`src/itp_pkg.sv`:
```
// Shared types, codes and the precedence table of the infix to postfix converter.
package itp_pkg;

   localparam int DEFAULT_STACK_DEPTH = 16;

   localparam int KIND_W = 2;
   localparam int CODE_W = 5;
   localparam int TAG_W  = 16;
   localparam int PREC_W = 5;

   localparam int REQ_TDATA_W = 24;
   localparam int REQ_TUSER_W = 3;
   localparam int RSP_TDATA_W = 24;
   localparam int RSP_TUSER_W = 3;

   // input token kinds
   localparam logic [KIND_W-1:0] KIND_OPERAND  = 2'd0;
   localparam logic [KIND_W-1:0] KIND_OPERATOR = 2'd1;
   localparam logic [KIND_W-1:0] KIND_SPECIAL  = 2'd2;
   localparam logic [KIND_W-1:0] KIND_BRACKET  = 2'd3;

   // result kinds
   localparam logic [KIND_W-1:0] OUT_OPERAND  = 2'd0;
   localparam logic [KIND_W-1:0] OUT_OPERATOR = 2'd1;
   localparam logic [KIND_W-1:0] OUT_END      = 2'd2;
   localparam logic [KIND_W-1:0] OUT_ERROR    = 2'd3;

   // operator codes
   localparam logic [CODE_W-1:0] OP_ASSIGN = 5'd0;
   localparam logic [CODE_W-1:0] OP_ADD    = 5'd1;
   localparam logic [CODE_W-1:0] OP_SUB    = 5'd2;
   localparam logic [CODE_W-1:0] OP_MUL    = 5'd3;
   localparam logic [CODE_W-1:0] OP_DIV    = 5'd4;
   localparam logic [CODE_W-1:0] OP_GT     = 5'd5;
   localparam logic [CODE_W-1:0] OP_GE     = 5'd6;
   localparam logic [CODE_W-1:0] OP_LT     = 5'd7;
   localparam logic [CODE_W-1:0] OP_LE     = 5'd8;
   localparam logic [CODE_W-1:0] OP_EQ     = 5'd9;
   localparam logic [CODE_W-1:0] OP_NE     = 5'd10;
   localparam logic [CODE_W-1:0] OP_LAND   = 5'd11;
   localparam logic [CODE_W-1:0] OP_LOR    = 5'd12;

   localparam logic [PREC_W-1:0] PREC_NONE   = 5'd0;
   localparam logic [PREC_W-1:0] PREC_ASSIGN = 5'd3;
   localparam logic [PREC_W-1:0] PREC_LOGIC  = 5'd10;
   localparam logic [PREC_W-1:0] PREC_EQUAL  = 5'd11;
   localparam logic [PREC_W-1:0] PREC_REL    = 5'd12;
   localparam logic [PREC_W-1:0] PREC_ADD    = 5'd13;
   localparam logic [PREC_W-1:0] PREC_MUL    = 5'd14;
   localparam logic [PREC_W-1:0] PREC_UNARY  = 5'd18;

   typedef struct packed {
      logic                unary;
      logic [CODE_W-1:0]   code;
   } entry_type;

   typedef enum logic [2:0] {
      ST_IDLE,
      ST_EXEC,
      ST_REDUCE,
      ST_REDUCE_WAIT,
      ST_PUSH,
      ST_FLUSH,
      ST_FLUSH_WAIT,
      ST_FINISH
   } state_type;

   typedef enum logic [2:0] {
      EMIT_NONE,
      EMIT_OPERAND,
      EMIT_TOP,
      EMIT_END,
      EMIT_ERROR
   } emit_type;

   typedef struct packed {
      logic       latch;
      emit_type   emit;
      logic       last;
      logic       pop;
      logic       push;
      logic       bracket;
      logic       clear;
   } ctl_type;

   typedef struct packed {
      logic                cmd;
      logic [KIND_W-1:0]   kind;
      logic                err;
      logic                unary;
      logic                empty;
      logic                top_ge;
      logic                next_ge;
      logic                out_free;
   } sts_type;

   function automatic logic [PREC_W-1:0] prec_of(input logic [CODE_W-1:0] code,
                                                 input logic unary);
      logic [PREC_W-1:0] p;
      p = PREC_NONE;
      if (unary) begin
         if (code == OP_ADD || code == OP_SUB) begin
            p = PREC_UNARY;
         end
      end else begin
         case (code)
            OP_ASSIGN:                 p = PREC_ASSIGN;
            OP_ADD, OP_SUB:            p = PREC_ADD;
            OP_MUL, OP_DIV:            p = PREC_MUL;
            OP_GT, OP_GE, OP_LT, OP_LE: p = PREC_REL;
            OP_EQ, OP_NE:              p = PREC_EQUAL;
            OP_LAND, OP_LOR:           p = PREC_LOGIC;
            default:                   p = PREC_NONE;
         endcase
      end
      return p;
   endfunction

endpackage

```
`src/infix_to_postfix_converter.sv`:
```
// Top level of the shunting-yard infix to postfix converter.
// Takes one token or end command per beat and emits postfix beats; tlast marks
// the final beat caused by an input beat. One input beat is handled at a time:
// an operand is emitted, a unary operator pushed, a binary one first pops stacked
// operators while the top has greater or equal precedence, an end command pops
// all stacked operators before its end beat, or gives an error beat after an error,
// and a bracket or a dropped token gives no output. Pops are paced by the
// registered stack read, with a wait state after every pop. The result register
// lets a finished beat wait while the next input beat is taken.
module infix_to_postfix_converter #(
   parameter int STACK_DEPTH = itp_pkg::DEFAULT_STACK_DEPTH
) (
   input  logic                            clock,
   input  logic                            reset,
   input  logic                            req_tvalid,
   output logic                            req_tready,
   input  logic [itp_pkg::REQ_TDATA_W-1:0] req_tdata,  // operator_code, operand_tag
   input  logic [itp_pkg::REQ_TUSER_W-1:0] req_tuser,  // command, token_kind
   output logic                            rsp_tvalid,
   input  logic                            rsp_tready,
   output logic [itp_pkg::RSP_TDATA_W-1:0] rsp_tdata,  // out_operator, out_operand
   output logic [itp_pkg::RSP_TUSER_W-1:0] rsp_tuser,  // out_kind, out_unary
   output logic                            rsp_tlast
);
   import itp_pkg::*;

   ctl_type ctl;
   sts_type sts;

   itp_controller u_ctrl (
      .clock      (clock),
      .reset      (reset),
      .req_tvalid (req_tvalid),
      .req_tready (req_tready),
      .sts        (sts),
      .ctl        (ctl)
   );

   itp_datapath #(
      .STACK_DEPTH (STACK_DEPTH)
   ) u_dpath (
      .clock      (clock),
      .reset      (reset),
      .req_tdata  (req_tdata),
      .req_tuser  (req_tuser),
      .ctl        (ctl),
      .sts        (sts),
      .rsp_tvalid (rsp_tvalid),
      .rsp_tready (rsp_tready),
      .rsp_tdata  (rsp_tdata),
      .rsp_tuser  (rsp_tuser),
      .rsp_tlast  (rsp_tlast)
   );

endmodule

```
`src/itp_datapath.sv`:
```
// Token registers, operator stack memory, state flags and the result register.
module itp_datapath #(
   parameter int STACK_DEPTH = itp_pkg::DEFAULT_STACK_DEPTH
) (
   input  logic                            clock,
   input  logic                            reset,
   input  logic [itp_pkg::REQ_TDATA_W-1:0] req_tdata,
   input  logic [itp_pkg::REQ_TUSER_W-1:0] req_tuser,
   input  itp_pkg::ctl_type                ctl,
   output itp_pkg::sts_type                sts,
   output logic                            rsp_tvalid,
   input  logic                            rsp_tready,
   output logic [itp_pkg::RSP_TDATA_W-1:0] rsp_tdata,
   output logic [itp_pkg::RSP_TUSER_W-1:0] rsp_tuser,
   output logic                            rsp_tlast
);
   import itp_pkg::*;

   localparam int CW = $clog2(STACK_DEPTH + 1);
   localparam int AW = $clog2(STACK_DEPTH);

   entry_type           mem [STACK_DEPTH];

   logic                cmd_ff;
   logic [KIND_W-1:0]   kind_ff;
   logic [CODE_W-1:0]   code_ff;
   logic [TAG_W-1:0]    tag_ff;

   logic [CW-1:0]       cnt_ff, cnt_in;
   logic                prev_ff, prev_in;
   logic                err_ff, err_in;

   entry_type           top_ff;
   entry_type           next_ff;
   logic [CW-1:0]       top_idx;
   logic [CW-1:0]       next_idx;
   logic                full;
   logic [PREC_W-1:0]   in_prec;

   logic                vld_ff, vld_in;
   logic [KIND_W-1:0]   okind_ff, okind_in;
   logic [CODE_W-1:0]   oop_ff, oop_in;
   logic                ouny_ff, ouny_in;
   logic [TAG_W-1:0]    otag_ff, otag_in;
   logic                olast_ff, olast_in;

   assign top_idx  = cnt_ff - CW'(1);
   assign next_idx = cnt_ff - CW'(2);
   assign full     = (cnt_ff == CW'(STACK_DEPTH));
   assign in_prec  = prec_of(code_ff, 1'b0);

   always_ff @(posedge clock) begin
      if (ctl.latch) begin
         cmd_ff  <= req_tuser[0];
         kind_ff <= req_tuser[2:1];
         code_ff <= req_tdata[CODE_W-1:0];
         tag_ff  <= req_tdata[CODE_W+TAG_W-1:CODE_W];
      end
   end

   always_ff @(posedge clock) begin
      if (ctl.push && !full) begin
         mem[cnt_ff[AW-1:0]] <= '{unary: prev_ff, code: code_ff};
      end
      top_ff  <= mem[top_idx[AW-1:0]];
      next_ff <= mem[next_idx[AW-1:0]];
   end

   always_comb begin
      cnt_in  = cnt_ff;
      prev_in = prev_ff;
      err_in  = err_ff;
      if (ctl.clear) begin
         cnt_in  = '0;
         prev_in = 1'b1;
         err_in  = 1'b0;
      end else begin
         if (ctl.pop) begin
            cnt_in = cnt_ff - CW'(1);
         end
         if (ctl.push) begin
            if (full) begin
               err_in = 1'b1;
            end else begin
               cnt_in = cnt_ff + CW'(1);
            end
            prev_in = (kind_ff == KIND_OPERATOR);
         end
         if (ctl.bracket) begin
            err_in = 1'b1;
         end
         if (ctl.emit == EMIT_OPERAND) begin
            prev_in = 1'b0;
         end
      end
   end

   always_comb begin
      vld_in   = vld_ff && !rsp_tready;
      okind_in = okind_ff;
      oop_in   = oop_ff;
      ouny_in  = ouny_ff;
      otag_in  = otag_ff;
      olast_in = olast_ff;
      if (ctl.emit != EMIT_NONE) begin
         vld_in   = 1'b1;
         oop_in   = '0;
         ouny_in  = 1'b0;
         otag_in  = '0;
         olast_in = ctl.last;
         case (ctl.emit)
            EMIT_OPERAND: begin
               okind_in = OUT_OPERAND;
               otag_in  = tag_ff;
            end
            EMIT_TOP: begin
               okind_in = OUT_OPERATOR;
               oop_in   = top_ff.code;
               ouny_in  = top_ff.unary;
            end
            EMIT_END:   okind_in = OUT_END;
            EMIT_ERROR: okind_in = OUT_ERROR;
            default:    okind_in = OUT_ERROR;
         endcase
      end
   end

   always_ff @(posedge clock) begin
      if (reset) begin
         cnt_ff  <= '0;
         prev_ff <= 1'b1;
         err_ff  <= 1'b0;
         vld_ff  <= 1'b0;
      end else begin
         cnt_ff  <= cnt_in;
         prev_ff <= prev_in;
         err_ff  <= err_in;
         vld_ff  <= vld_in;
      end
   end

   always_ff @(posedge clock) begin
      okind_ff <= okind_in;
      oop_ff   <= oop_in;
      ouny_ff  <= ouny_in;
      otag_ff  <= otag_in;
      olast_ff <= olast_in;
   end

   always_comb begin
      sts.cmd      = cmd_ff;
      sts.kind     = kind_ff;
      sts.err      = err_ff;
      sts.unary    = prev_ff;
      sts.empty    = (cnt_ff == '0);
      sts.top_ge   = (prec_of(top_ff.code, top_ff.unary) >= in_prec);
      sts.next_ge  = (cnt_ff >= CW'(2)) && (prec_of(next_ff.code, next_ff.unary) >= in_prec);
      sts.out_free = !vld_ff || rsp_tready;
   end

   assign rsp_tvalid = vld_ff;
   assign rsp_tdata  = {{(RSP_TDATA_W - TAG_W - CODE_W){1'b0}}, otag_ff, oop_ff};
   assign rsp_tuser  = {ouny_ff, okind_ff};
   assign rsp_tlast  = olast_ff;

endmodule

```
`src/itp_controller.sv`:
```
// Sequencer that steps each token through pop, push and emit phases.
module itp_controller (
   input  logic             clock,
   input  logic             reset,
   input  logic             req_tvalid,
   output logic             req_tready,
   input  itp_pkg::sts_type sts,
   output itp_pkg::ctl_type ctl
);
   import itp_pkg::*;

   state_type state_ff, state_in;

   always_ff @(posedge clock) begin
      if (reset) begin
         state_ff <= ST_IDLE;
      end else begin
         state_ff <= state_in;
      end
   end

   always_comb begin
      state_in   = state_ff;
      req_tready = 1'b0;
      ctl        = '{latch: 1'b0, emit: EMIT_NONE, last: 1'b0, pop: 1'b0,
                     push: 1'b0, bracket: 1'b0, clear: 1'b0};
      case (state_ff)
         ST_IDLE: begin
            req_tready = 1'b1;
            if (req_tvalid) begin
               ctl.latch = 1'b1;
               state_in  = ST_EXEC;
            end
         end
         ST_EXEC: begin
            if (sts.cmd) begin
               if (sts.err || sts.empty) begin
                  state_in = ST_FINISH;
               end else begin
                  state_in = ST_FLUSH;
               end
            end else if (sts.err) begin
               state_in = ST_IDLE;
            end else if (sts.kind == KIND_OPERAND) begin
               state_in = ST_FINISH;
            end else if (sts.kind == KIND_BRACKET) begin
               ctl.bracket = 1'b1;
               state_in    = ST_IDLE;
            end else if (sts.unary) begin
               state_in = ST_PUSH;
            end else begin
               state_in = ST_REDUCE;
            end
         end
         ST_REDUCE: begin
            if (!sts.empty && sts.top_ge) begin
               if (sts.out_free) begin
                  ctl.emit = EMIT_TOP;
                  ctl.last = !sts.next_ge;
                  ctl.pop  = 1'b1;
                  state_in = ST_REDUCE_WAIT;
               end
            end else begin
               state_in = ST_PUSH;
            end
         end
         ST_REDUCE_WAIT: state_in = ST_REDUCE;
         ST_PUSH: begin
            ctl.push = 1'b1;
            state_in = ST_IDLE;
         end
         ST_FLUSH: begin
            if (sts.out_free) begin
               ctl.emit = EMIT_TOP;
               ctl.pop  = 1'b1;
               state_in = ST_FLUSH_WAIT;
            end
         end
         ST_FLUSH_WAIT: begin
            state_in = sts.empty ? ST_FINISH : ST_FLUSH;
         end
         ST_FINISH: begin
            if (sts.out_free) begin
               ctl.last = 1'b1;
               if (sts.cmd) begin
                  ctl.emit  = sts.err ? EMIT_ERROR : EMIT_END;
                  ctl.clear = 1'b1;
               end else begin
                  ctl.emit = EMIT_OPERAND;
               end
               state_in = ST_IDLE;
            end
         end
         default: state_in = ST_IDLE;
      endcase
   end

endmodule

```
`config.mk`:
```
export PLATFORM = sky130hd
export DESIGN_NAME = infix_to_postfix_converter
export DESIGN_NICKNAME = d
export VERILOG_FILES = /design/src/itp_pkg.sv /design/src/infix_to_postfix_converter.sv /design/src/itp_datapath.sv /design/src/itp_controller.sv
export SDC_FILE = /design/constraint.sdc
export NUM_CORES = 1
export LEC_CHECK = 0
export BUFFER_PORTS_ARGS = -buffer_cell sky130_fd_sc_hd__buf_2
export CAP_MARGIN = 30
export CORE_UTILIZATION = 48
export CTS_BUF_LIST = sky130_fd_sc_hd__clkbuf_8
export CTS_CLUSTER_SIZE = 14
export DETAILED_ROUTE_END_ITERATION = 16
export PLACE_DENSITY = 0.68
export SETUP_SLACK_MARGIN = 0.4
export SLEW_MARGIN = 20
export SYNTH_ARGS = -nofsm -noshare
export SYNTH_HDL_FRONTEND = slang
export SYNTH_HIERARCHICAL = 1
export SYNTH_SLANG_ARGS = --single-unit
```
`constraint.sdc`:
```
create_clock -name clock -period 3.5 [get_ports clock]
set_input_delay 0.525 -clock clock [delete_from_list [all_inputs] [get_ports clock]]
set_output_delay 0.525 -clock clock [all_outputs]
set_load 0.01 [all_outputs]
```
==> results_dict.tcl <==
set metrics [dict create \
    status "finished clean" \
    period_needed_ns 3.48 \
    final.fill_count 1314 \
    cts.path.max_buffers 2 \
    synth_edf_count 145 \
    synth-seq-cells 172 \
    setup_viol 0 \
    powerDensity_nw_per_um2 643 \
    placed_cells 866 \
    synth_top_cell_by_area "edfxtp_1" \
    ys_warn_count 6 \
    synth_top_area_share 0.530 \
    setup-tns-final_ns 0 \
    rows 47 \
    drc_errors 0 \
    core-area_um2 16600 \
    yosysSeqAreaShare 0.596 \
    antenna_found_initial 0 \
    tightest_slew_ns 0.926 \
    min_path_cells 1 \
    worst_hold_path_type "input pin to register" \
    ir_drop_uv 319 \
    htreeDepth 4 \
    port-buffer-count 54 \
    drt_first_pass_iters 5 \
    groute.usage.overall 0.221 \
    first_iter_violations 636 \
    vias_per_cell 5.92 \
    grt_pass1_wl_um 29200 \
    dieWidth_um 133 \
    r2r_setup_slack_ns 0.02 \
    grt_max_degree 45 \
    async_flop_share 0 \
    antenna_left 0 \
    hold_viol 0 \
    critPathKind "register to register" \
    rsz0062_at_grt "true" \
    antenna_cells 0 \
    cp_max_fo 4 \
    synthTopCellsByArea "edfxtp_1 53%, mux4_2 9.9%, dfxtp_1 6.6%" \
    layout.nets 747 \
    synth.distinct_cells 59 \
    maxCapViolCount 0 \
    netlist_instances 613 \
    postSynth.topFlopCell "edfxtp_1" \
    pre_cts_slack_ns -0.0419 \
    pin_count 61 \
    place_congestion 0.858 \
    reg2reg_to "u_ctrl/state_ff[2]$_SDFFE_PP0P_" \
    worstHoldStart "req_tdata[20]" \
    r2r-start "u_dpath/top_ff[1]$_DFF_P_" \
    r2r_cells 20 \
    relSlewSlack 0.383 \
    cts-root-buf "clkbuf_8" \
    cts_buffers 17 \
    overflow 0 \
    path_clk_slew_ns 0.09 \
    setup.worst_path.end_class "register" \
    wl_um 18900 \
    dieArea_um2 17700 \
    synth_area_um2 8220 \
    start_util 0.494 \
    utilization 0.569 \
    worstPathArrival_ns 3.87 \
    holdPathEnd "u_dpath/tag_ff[15]$_DFFE_PP_" \
    num_vias 5454 \
    worst_setup_path_start_kind "register" \
    slew_violations 0 \
    final_cells 921 \
    hpwl_um 12400 \
    clk_latency_ns 0.46 \
    drive_above_1_share 0.281 \
    fp.dieH_um 133 \
    yosysMostFrequentCell "edfxtp_1" \
    fin_skew_ns 0.0130 \
    required_ns 3.89 \
    post_drt_wl_per_cell_um 20.5 \
    p_leak_nw 3.48 \
    fmax_mhz 287 \
    first_global_vias 5254 \
    period_share 0.994 \
    cts.sink_count 172 \
    syn_area_per_cell_um2 13.4 \
    cts_tree "yes" \
    area_delta_synth_final_pct 15.2 \
    setup_slack_ns 0.0215 \
    yosys-top-cells-count "145 x edfxtp_1, 73 x nand2_1, 36 x mux4_2" \
]
## placed cells by master (no fill, tap or decap), types with 9 or more instances in the layout
| cell | n |
|---|---|
| mux4_2 | 36 |
| nand3_1 | 16 |
| a31oi_1 | 10 |
| buf_6 | 9 |
| clkbuf_8 | 17 |
| nand2_1 | 73 |
| edfxtp_1 | 145 |
| and2_1 | 21 |
| nor3_1 | 9 |
| nor2b_1 | 10 |
| buf_4 | 26 |
| mux2i_1 | 21 |
| nand2b_1 | 9 |
| a21oi_1 | 24 |
| ha_1 | 26 |
| a211oi_1 | 9 |
| dfxtp_1 | 24 |
| buf_2 | 54 |
| nor2_1 | 32 |
| inv_1 | 15 |
## repair_timing
item / in CTS / in global routing
pin swaps: 10 / 11
buffers inserted: 14 / 5
setup endpoints to repair: 55 / 57
gates cloned: 3 / 1
hold buffers: 0 / 0
gates resized for setup: 22 / 29
endpoints found under the hold margin: 0 / 0
## per-layer routing
metal	vias up	routed length (um)	track usage
met1	2734	8050	0.301
met2	234	9080	0.346
li1	2443	-	-
met4	0	566	0.100
met3	43	1160	0.0425
met5	-	0	0
## worst max-delay path, stage by stage, from the launching register on
cell,delay (ns)
dfxtp_2,0.36
inv_2,0.06
ha_4,0.27
a21oi_2,0.05
or4_1,0.43
ha_1,0.30
nand2b_4,0.14
a21oi_2,0.12
nor2b_1,0.05
o21ai_1,0.17
nand3b_1,0.13
buf_4,0.15
buf_4,0.12
buf_6,0.10
buf_4,0.12
buf_4,0.12
buf_4,0.12
buf_6,0.10
a31oi_1,0.18
o22ai_1,0.12
a31oi_1,0.18
## worst max-delay path by stage
| stage | to | from | slack (ns) |
|---|---|---|---|
| 6_report | u_ctrl/state_ff[2]$_SDFFE_PP0P_ | u_dpath/top_ff[1]$_DFF_P_ | 0.02 |
| 3_3_place_gp | u_dpath/otag_ff[14]$_SDFFCE_PN0P_ | u_dpath/top_ff[0]$_DFF_P_ | 0.1 |
| 3_5_place_dp | u_dpath/otag_ff[12]$_SDFFCE_PN0P_ | u_dpath/top_ff[1]$_DFF_P_ | -0.04 |
| 2_1_floorplan | u_dpath/cnt_ff[4]$_SDFF_PP0_ | u_dpath/top_ff[0]$_DFF_P_ | 0.41 |
| 5_1_grt | u_dpath/cnt_ff[4]$_SDFF_PP0_ | u_dpath/top_ff[1]$_DFF_P_ | -0.09 |
| 4_1_cts | u_dpath/cnt_ff[4]$_SDFF_PP0_ | u_dpath/top_ff[1]$_DFF_P_ | 0.20 |
## power by group
part	leakage, nW	total, mW	switching, mW	internal [mW]
Sequential	1.56	2.61	0.202	2.41
Clock	0.222	1.55	0.706	0.848
Combinational	1.70	1.92	1.01	0.907
Total	3.48	6.08	1.92	4.17
## state kept, by name, indices dropped and copies added, names as in the netlist, named ones only
| name | count |
|---|---|
| u_ctrl/state_ff | 3 |
| u_dpath/cmd_ff | 1 |
| u_dpath/prev_ff | 1 |
| u_dpath/code_ff | 5 |
| u_dpath/ouny_ff | 1 |
| u_dpath/rsp_tlast | 1 |
| u_dpath/kind_ff | 2 |
| u_dpath/rsp_tvalid | 1 |
| u_dpath/okind_ff | 2 |
| u_dpath/next_ff | 6 |
| u_dpath/otag_ff | 16 |
| u_dpath/tag_ff | 16 |
| u_dpath/oop_ff | 5 |
| u_dpath/err_ff | 1 |
| u_dpath/mem | 96 |
| u_dpath/cnt_ff | 5 |
| u_dpath/top_ff | 6 |
## per-stage QoR
stage               power [mW]  hold WS [ns]  instance area (um2)
floorplan                 3.74         0.476                 8240
global placement          4.09         0.500                 8660
detailed placement        4.18         0.506                 8670
CTS                       5.93         0.203                 9330
global route              6.36         0.209                 9470
finish                    6.08         0.229                 9470
## cell families after synthesis
kind of cell,after synthesis,synth area share
adders and majority gates,30,0.0451
DFF,172,0.596
xor gates and xnor gates,5,0.00716
muxes,58,0.126
other,1,0.000456
buffers and inverters,58,0.0373
and+or+nand+nor,205,0.120
AOI/OAI and AO/OA,84,0.0687
## area by class of cell
| type | instances | area (um2) | share of cell area |
|---|---|---|---|
| flip-flops and latches | 172 | 4900 | 0.518 |
| multi-input cells | 385 | 3140 | 0.332 |
| repair buffers | 90 | 582 | 0.0615 |
| well taps | 220 | 275 | 0.0291 |
| clock buffers | 17 | 234 | 0.0247 |
| clock inverters | 15 | 218 | 0.0230 |
| inverters | 20 | 91.3 | 0.00965 |
| repair inverters | 2 | 27.5 | 0.00291 |
No activity file was read; power rests on OpenSTA's default activity.
